<file path="src/rtl/trend_breakout_signal_assert.svh">
// Assertion macros used by the trend breakout signal top level.
`ifndef TREND_BREAKOUT_SIGNAL_ASSERT_SVH
`define TREND_BREAKOUT_SIGNAL_ASSERT_SVH
`ifndef SYNTHESIS
// Same-cycle implication, checked on clk and disabled in reset.
`define TBS_ASSERT_IMP(lbl, ante, cons) \
  lbl: assert property (@(posedge clk) disable iff (rst) (ante) |-> (cons)) \
    else $error("same-cycle check failed");
// Next-cycle implication, checked on clk and disabled in reset.
`define TBS_ASSERT_NXT(lbl, ante, cons) \
  lbl: assert property (@(posedge clk) disable iff (rst) (ante) |=> (cons)) \
    else $error("next-cycle check failed");
`else
`define TBS_ASSERT_IMP(lbl, ante, cons)
`define TBS_ASSERT_NXT(lbl, ante, cons)
`endif
`endif

</file>
<file path="src/rtl/tbs_pkg.sv">
// Package with constants, types and helper functions of the trend breakout signal.
package tbs_pkg;

  localparam int HISTORY_DEPTH = 256;
  localparam int HIST_AW       = $clog2(HISTORY_DEPTH);
  localparam int PRICE_BITS    = 40;
  localparam int TIME_BITS     = 63;
  localparam int SUM_BITS      = 48;
  localparam int WIDE_BITS     = 80;
  localparam int MULB_BITS     = 22;
  localparam int STEP_BITS     = 7;
  localparam int MUL_STEPS     = MULB_BITS;
  localparam int DIV_STEPS     = WIDE_BITS;
  localparam int SINCE_BITS    = 21;

  localparam logic [SINCE_BITS-1:0] SINCE_MAX   = {SINCE_BITS{1'b1}};
  localparam logic [SINCE_BITS-1:0] SINCE_RESET = SINCE_BITS'(1 << 20);
  localparam logic [PRICE_BITS-1:0] PRICE_MAX   = {PRICE_BITS{1'b1}};

  // Signal codes.
  localparam logic [1:0] SIG_NONE  = 2'd0;
  localparam logic [1:0] SIG_LONG  = 2'd1;
  localparam logic [1:0] SIG_SHORT = 2'd2;

  // Register indexes.
  localparam logic [2:0] REG_FAST     = 3'd0;
  localparam logic [2:0] REG_SLOW     = 3'd1;
  localparam logic [2:0] REG_BREAKOUT = 3'd2;
  localparam logic [2:0] REG_RANGE    = 3'd3;
  localparam logic [2:0] REG_STOP     = 3'd4;
  localparam logic [2:0] REG_REWARD   = 3'd5;
  localparam logic [2:0] REG_MINVOL   = 3'd6;
  localparam logic [2:0] REG_COOL     = 3'd7;

  typedef enum logic {OP_MUL, OP_DIV} arith_op_t;

  typedef struct packed {
    logic      start;
    arith_op_t op;
  } arith_req_t;

  typedef struct packed {
    logic done;
    logic rem_nz;
  } arith_rsp_t;

  // Limit a quotient to 2^PRICE_BITS; anything larger acts the same on a price.
  function automatic logic [PRICE_BITS+1:0] clamp_q(input logic [WIDE_BITS-1:0] q);
    logic [PRICE_BITS+1:0] lim;
    lim = (PRICE_BITS+2)'(1) << PRICE_BITS;
    if (q >= WIDE_BITS'(lim)) return lim;
    return q[PRICE_BITS+1:0];
  endfunction

  // Mark plus distance, saturated at the top and raised to at least 1.
  function automatic logic [PRICE_BITS-1:0] add_sat(input logic [PRICE_BITS-1:0] m,
                                                    input logic [PRICE_BITS+1:0] d);
    logic [PRICE_BITS+1:0] s;
    s = {2'b00, m} + d;
    if (s > {2'b00, PRICE_MAX}) return PRICE_MAX;
    if (s == '0) return PRICE_BITS'(1);
    return s[PRICE_BITS-1:0];
  endfunction

  // Mark minus distance, floored at 1.
  function automatic logic [PRICE_BITS-1:0] sub_floor1(input logic [PRICE_BITS-1:0] m,
                                                       input logic [PRICE_BITS+1:0] d);
    if (d >= {2'b00, m}) return PRICE_BITS'(1);
    return m - d[PRICE_BITS-1:0];
  endfunction

endpackage

</file>
<file path="src/rtl/tbs_arith.sv">
// Shared bit-serial multiplier and restoring divider of the trend breakout signal.
module tbs_arith (
  input  logic                           clk,
  input  logic                           rst,
  input  tbs_pkg::arith_req_t            req,
  input  logic [tbs_pkg::WIDE_BITS-1:0]  opa,
  input  logic [tbs_pkg::MULB_BITS-1:0]  opb,
  output tbs_pkg::arith_rsp_t            rsp,
  output logic [tbs_pkg::WIDE_BITS-1:0]  result
);
  import tbs_pkg::*;

  logic                 busy;
  logic                 done;
  arith_op_t            op;
  logic [STEP_BITS-1:0] cnt;
  logic [WIDE_BITS-1:0] acc;
  logic [WIDE_BITS-1:0] work;
  logic [MULB_BITS-1:0] opb_r;
  logic [MULB_BITS-1:0] rem;
  logic [MULB_BITS:0]   trial;
  logic [MULB_BITS:0]   diff;

  // Partial remainder with the next dividend bit shifted in.
  assign trial = {rem, work[WIDE_BITS-1]};
  assign diff  = trial - {1'b0, opb_r};

  // One multiply or divide step per cycle.
  always_ff @(posedge clk) begin
    if (rst) begin
      busy <= 1'b0;
      done <= 1'b0;
    end else begin
      done <= 1'b0;
      if (req.start) begin
        busy  <= 1'b1;
        op    <= req.op;
        work  <= opa;
        opb_r <= opb;
        acc   <= '0;
        rem   <= '0;
        cnt   <= (req.op == OP_MUL) ? STEP_BITS'(MUL_STEPS - 1) : STEP_BITS'(DIV_STEPS - 1);
      end else if (busy) begin
        unique case (op)
          OP_MUL: begin
            if (opb_r[0]) acc <= acc + work;
            work  <= {work[WIDE_BITS-2:0], 1'b0};
            opb_r <= {1'b0, opb_r[MULB_BITS-1:1]};
          end
          OP_DIV: begin
            if (trial >= {1'b0, opb_r}) begin
              rem  <= diff[MULB_BITS-1:0];
              work <= {work[WIDE_BITS-2:0], 1'b1};
            end else begin
              rem  <= trial[MULB_BITS-1:0];
              work <= {work[WIDE_BITS-2:0], 1'b0};
            end
          end
          default: ;
        endcase
        if (cnt == '0) begin
          busy <= 1'b0;
          done <= 1'b1;
        end else begin
          cnt <= cnt - 1'b1;
        end
      end
    end
  end

  assign result     = (op == OP_MUL) ? acc : work;
  assign rsp.done   = done;
  assign rsp.rem_nz = (rem != '0);

endmodule

</file>
<file path="config.mk">
export PLATFORM = sky130hd
export DESIGN_NAME = tbs_arith
export DESIGN_NICKNAME = d
export VERILOG_FILES = /design/src/rtl/trend_breakout_signal_assert.svh /design/src/rtl/tbs_pkg.sv /design/src/rtl/tbs_arith.sv
export SDC_FILE = /design/constraint.sdc
export NUM_CORES = 1
export LEC_CHECK = 0
export BUFFER_PORTS_ARGS = -buffer_cell sky130_fd_sc_hd__clkbuf_2
export CAP_MARGIN = 10
export CORE_UTILIZATION = 39
export CTS_CLUSTER_SIZE = 30
export DETAILED_ROUTE_END_ITERATION = 8
export PLACE_DENSITY = 0.56
export SLEW_MARGIN = 10
export SYNTH_ARGS = -nofsm -noshare
export SYNTH_HDL_FRONTEND = slang
export SYNTH_SLANG_ARGS = --single-unit
</file>
<file path="constraint.sdc">
create_clock -name clk -period 8.7 [get_ports clk]
set_input_delay 0.87 -clock clk [delete_from_list [all_inputs] [get_ports clk]]
set_output_delay 0.87 -clock clk [all_outputs]
set_load 0.02 [all_outputs]
</file>
Word-level counts from Yosys, hierarchy flattened
Cells that the tools add are included.
{"block": "word_totals", "word_cells": 51, "ram_bits": 0, "latch_bits": 0, "n_memories": 0, "reg_bits": 214, "mem_bits_ro": 0, "output_inout_bits": 82, "inputBits": 106}
{"block": "op_classes", "order_cmp": 1, "addsub": 3, "n_div": 0, "shift": 0, "n_mux": 22, "reduce_logical": 12, "n_mul": 0, "bitwise_logic": 3, "n_eq_ne": 2}
{"op": "two-way mux 80 bit", "count": 6}
{"op": "case mux 80 bit (2 select lines)", "count": 1}
{"op": "two-way mux 22 bit", "count": 6}
{"op": "adder 80 bit", "count": 1}
{"op": "two-way mux 7 bit", "count": 4}
{"op": ">= comparator 23 x 22 -> 1 bit", "count": 1}
{"op": "nonzero test 22 bit", "count": 1}
{"op": "subtractor 22 bit", "count": 1}
{"op": "AND reduction 3 bit", "count": 3}
{"op": "logical NOT 7 bit", "count": 1}
{"op": "subtractor 7 x 1 -> 7 bit (second input constant)", "count": 1}
{"op": "nonzero test 2 bit", "count": 3}
{"op": "two-way mux 1 bit", "count": 5}
{"op": "inequality test 2 bit (second input constant)", "count": 2}
{"op": "AND reduction 2 bit", "count": 2}
{"op": "AND reduction 4 bit", "count": 1}
{"op": "inverter 1 bit", "count": 3}
{"op": "OR reduction 3 bit", "count": 1}

Logic depth before layout (Yosys ltp)
{"block": "depth", "depth_word": 5, "ltp_mapped": 14, "depth_no_buf": 14}

Least setup slack after synthesis
OpenSTA, ideal clock, no wires.
{"block": "synth_path", "path_kind": "input port to flip-flop", "from": "input port req[1] (netlist name)", "to": "register acc[0], enable pin", "arrival_time_ns": 4.540, "setup_ns": 0.444, "required_ns": 8.256, "n_path_buf": 2, "slack_ns": 3.716, "path_stages": 5, "cell_sequence": "clkbuf_1 clkbuf_1 inv_1 a21oi_1 o21a_1"}
{"block": "synth_between", "elab_chain_len": 2, "word_cells_on_any_way": 4, "cone_classes": "1 x eq/ne; 3 x reduce/logical"}
{"element": "start: declaration", "line_no": "tbs_arith.sv:5", "source": "input tbs_pkg::arith_req_t req,"}
{"element": "inequality test 2 bit (no line) / nonzero test 2 bit (equally long branches)"}
{"element": "AND reduction 4 bit (no line) *"}
{"element": "end signal: assignment", "line_no": "tbs_arith.sv:46", "source": "if (opb_r[0]) acc <= acc + work;"}
{"element": "end: declaration", "line_no": "tbs_arith.sv:17", "source": "logic [WIDE_BITS-1:0] acc;"}
Mark *: on every way between the ends. The rest lies on a longest branch, timed or not.
A chain may end at the register's enable or synchronous reset.

Final worst setup path
{"block": "layout_path", "from": "register acc[0]", "to": "register acc[76], data pin"}
{"block": "layout_between", "elab_chain_len": 4}
{"element": "adder 80 bit", "line_no": "tbs_arith.sv:46"}
{"element": "two-way mux 80 bit", "line_no": "tbs_arith.sv:46"}
{"element": "two-way mux 80 bit", "line_no": "tbs_arith.sv:44", "source": "unique case (op)"}
{"element": "two-way mux 80 bit", "line_no": "tbs_arith.sv:43", "source": "end else if (busy) begin"}
No other way between the ends. The select of a mux whose other input is x is not followed.

==> results_dict.tcl <==
set metrics [dict create \
    synth_top_family_by_area "compound AO/OA/AOI/OAI gates" \
    grt_usage 0.1931 \
    syn2layout_area_growth_pct 14.05 \
    antenna_found_initial 1 \
    synth_top_area_frac 0.4119 \
    cp-end-kind "flop" \
    clk_latency_ps 550 \
    setup_viol 0 \
    drc 0 \
    cts_sinks 214 \
    synth-xor-area-share 0.05214 \
    postCtsSetupBuffers 0 \
    fmax_mhz 249.9 \
    grt_setup_unrepaired "no" \
    syn_nets 1729 \
    min_period_ps 4002 \
    antenna_cells 0 \
    synth_compound_area_frac 0.1626 \
    power.switching_uw 1029 \
    swShare 0.3178 \
    r2r_start "acc[0]" \
    reg2reg_to "acc[76]" \
    dp_cells 2164 \
    ctsHoldBuffers 0 \
    synthSimpleGateAreaFrac 0.1247 \
    netlist_area_sq_um 15450 \
    crit_type "flop to flop" \
    intPower_uw 2208 \
    ys_warn_count 0 \
    p_leak_uw 0.007041 \
    firstDrtPassIters 4 \
    die_area_sq_um 40430 \
    dieHeight_um 201.1 \
    nFillCells 3747 \
    ir_worst_vdd_uv 107.6 \
    arrival_ps 4270 \
    core_area_sq_um 38830 \
    required_ps 8970 \
    synth.distinct_cells 69 \
    synthAdderAreaFrac 0.08598 \
    timing.setup.tns_ps 0 \
    drive_gt1_frac 0.2521 \
    outcome "complete, no violations" \
    cts_buffer_depth 3 \
    reg2reg_slack_ps 4700 \
    ctsResizeCount 0 \
    clockPowerShare 0.321 \
    htree_levels 1 \
    io_pins 188 \
    slew_headroom 0.1995 \
    wire_per_inst_um 17.91 \
    port_buffers 187 \
    most-common-layout-cells "212 x edfxtp_1, 186 x clkbuf_2, 172 x nor2_1" \
    synth.area.top_cells "edfxtp_1 41%, mux2_2 12%, ha_1 8.3%" \
    synth.area.mux_share 0.1285 \
    ys_async_sr_fraction 0 \
    clk_pin_slew_ps 60 \
    ys_seq_area_frac 0.4145 \
    maxCapViolCount 0 \
    fin_util 0.4540 \
    grt_max_degree 111 \
    r2r_cells 13 \
    final_nets 1886 \
    tritoncts "yes" \
    worst_pin_slew_ps 1201 \
    final_common_cell "edfxtp_1" \
    ant_nets 0 \
    p_total_uw 3237 \
    dr.first_iter.drc_count 603 \
    yosys.area.top_type "edfxtp_1" \
    cts_root_buffer "clkbuf_16" \
    timing.final.crit_share 0.4600 \
    grt_pass1_vias 12030 \
    path_max_fanout 5 \
    grt-ovfl-total 0 \
    hp-start "req[0]" \
    power_density_nw_per_um2 183.6 \
    crit_path_start_kind "flop" \
    cts-buffers-inserted 27 \
    hold_viol 0 \
    synth_edf_count 212 \
    layout.cells.non_filler 2212 \
    hold_path_end "op" \
    p_seq_frac 0.398 \
    syn_inst 1518 \
    hold_class "primary input to flop" \
    vias 11970 \
    pwr-share-comb 0.281 \
    finalWeightedCongestion 0.8879 \
    min_path_cells 1 \
    wl_mm 39.62 \
    grt_pass1_wl_mm 63.83 \
    fin_skew_ps 15.28 \
    slew_violations 0 \
    start_util 0.3980 \
    die_w_um 201.1 \
    ys_ff_latch 214 \
    avgSynthCellArea_sq_um 10.18 \
    ys.flop_type "edfxtp_1" \
    via_per_inst 5.413 \
    rows 72 \
    hpwl_mm 28.81 \
]
state kept, by name, indices dropped and copies added, names as in the netlist:
name,flops
acc,80
work,80
opb_r,22
rem,22
cnt,7
busy,1
done,1
op,1
how the worst max path moves through the flow:
stage	start	to	slack, ps	cells after the start
final	acc[0]	acc[76]	4700	13
after global routing	acc[0]	acc[76]	4460	13
after CTS	acc[0]	acc[66]	4670	13
after detailed placement	req[1]	acc[37]	4630	6
after global placement	req[1]	acc[39]	4710	6
after floorplan	req[1]	acc[0]	3720	5
final cells by class:
| class | instances | area (sq um) | share of cell area |
|---|---|---|---|
| clock inverters | 15 | 97.59 | 0.005537 |
| flip-flops and latches | 214 | 6406 | 0.3634 |
| repair buffers | 195 | 1005 | 0.05700 |
| inverters | 53 | 200.2 | 0.01136 |
| well taps | 518 | 648.1 | 0.03677 |
| clock buffers | 33 | 698.2 | 0.03961 |
| multi-input cells | 1184 | 8572 | 0.4863 |
cells in the mapped netlist, types with 4 or more instances:
cell      number
a311oi_1       4
mux2_2       163
and2_1         6
and3_1         7
o221ai_1       4
mux2i_1       15
or3_1          7
o21ai_0       81
clkbuf_1      49
buf_1          5
or2_2          6
xnor2_1       58
and4_1         5
nand2b_1       5
nand2_1      114
nand3_1       15
a31oi_1       15
o21bai_1      27
o21ai_2        4
buf_2          8
ha_1         103
nand4_1       29
a21boi_0       4
a41oi_1        5
nor4_1        12
edfxtp_1     212
o21a_1        17
nor3_1        15
xor2_1        34
nor3b_1        4
a21o_1        47
a211oi_1      18
inv_1         53
a21oi_1      122
nor2_1       172
nor2b_1       15
a31oi_2        4
kinds of logic after synthesis:
| logic type | count (synthesis) |
|---|---|
| AO/OA/AOI/OAI | 388 |
| buffers and inverters | 120 |
| AND/OR/NAND/NOR | 421 |
| XOR/XNOR | 92 |
| flip-flops | 214 |
| multiplexers | 178 |
| adder cells (fa/ha/maj) | 105 |
metrics by stage:
step / instance area [sq um] / hold slack [ps] / setup slack (ps)
2_1_floorplan: 15450 / 521.0 / 3716
3_3_place_gp: 16830 / 557.4 / 4714
3_5_place_dp: 16830 / 587.7 / 4628
4_1_cts: 17630 / 546.1 / 4666
5_1_grt: 17630 / 570.7 / 4461
6_report: 17630 / 578.3 / 4698
metal layers:
metal,routed length [um],part of all wire,global-route usage
met3,1464,0.037,0.02744
met2,18240,0.46,0.3172
met1,19010,0.48,0.2677
met4,878,0.022,0.04498
met5,17,0.00043,0
power by group through the flow:
| stage | combinational, uW | sequential, uW | clock, uW |
|---|---|---|---|
| after floorplan | 690 | 1290 | 0 |
| after global placement | 906 | 1310 | 0 |
| after detailed placement | 908 | 1310 | 0 |
| after CTS | 914 | 1290 | 1070 |
| after global routing | 1010 | 1300 | 1100 |
| final | 911 | 1290 | 1040 |
worst max-delay path, stage by stage (launching register included):
cell and delay (ps):
edfxtp_1 400, ha_1 270, fa_1 450, a211oi_2 240
o21ai_2 120, o311ai_2 290, nand4_1 200, a221oi_2 450
a31oi_2 270, a31oi_1 320, o21ai_1 220, a41oi_1 290
xor2_1 160, nor2_1 50
Power figures use the tool's default switching activity.
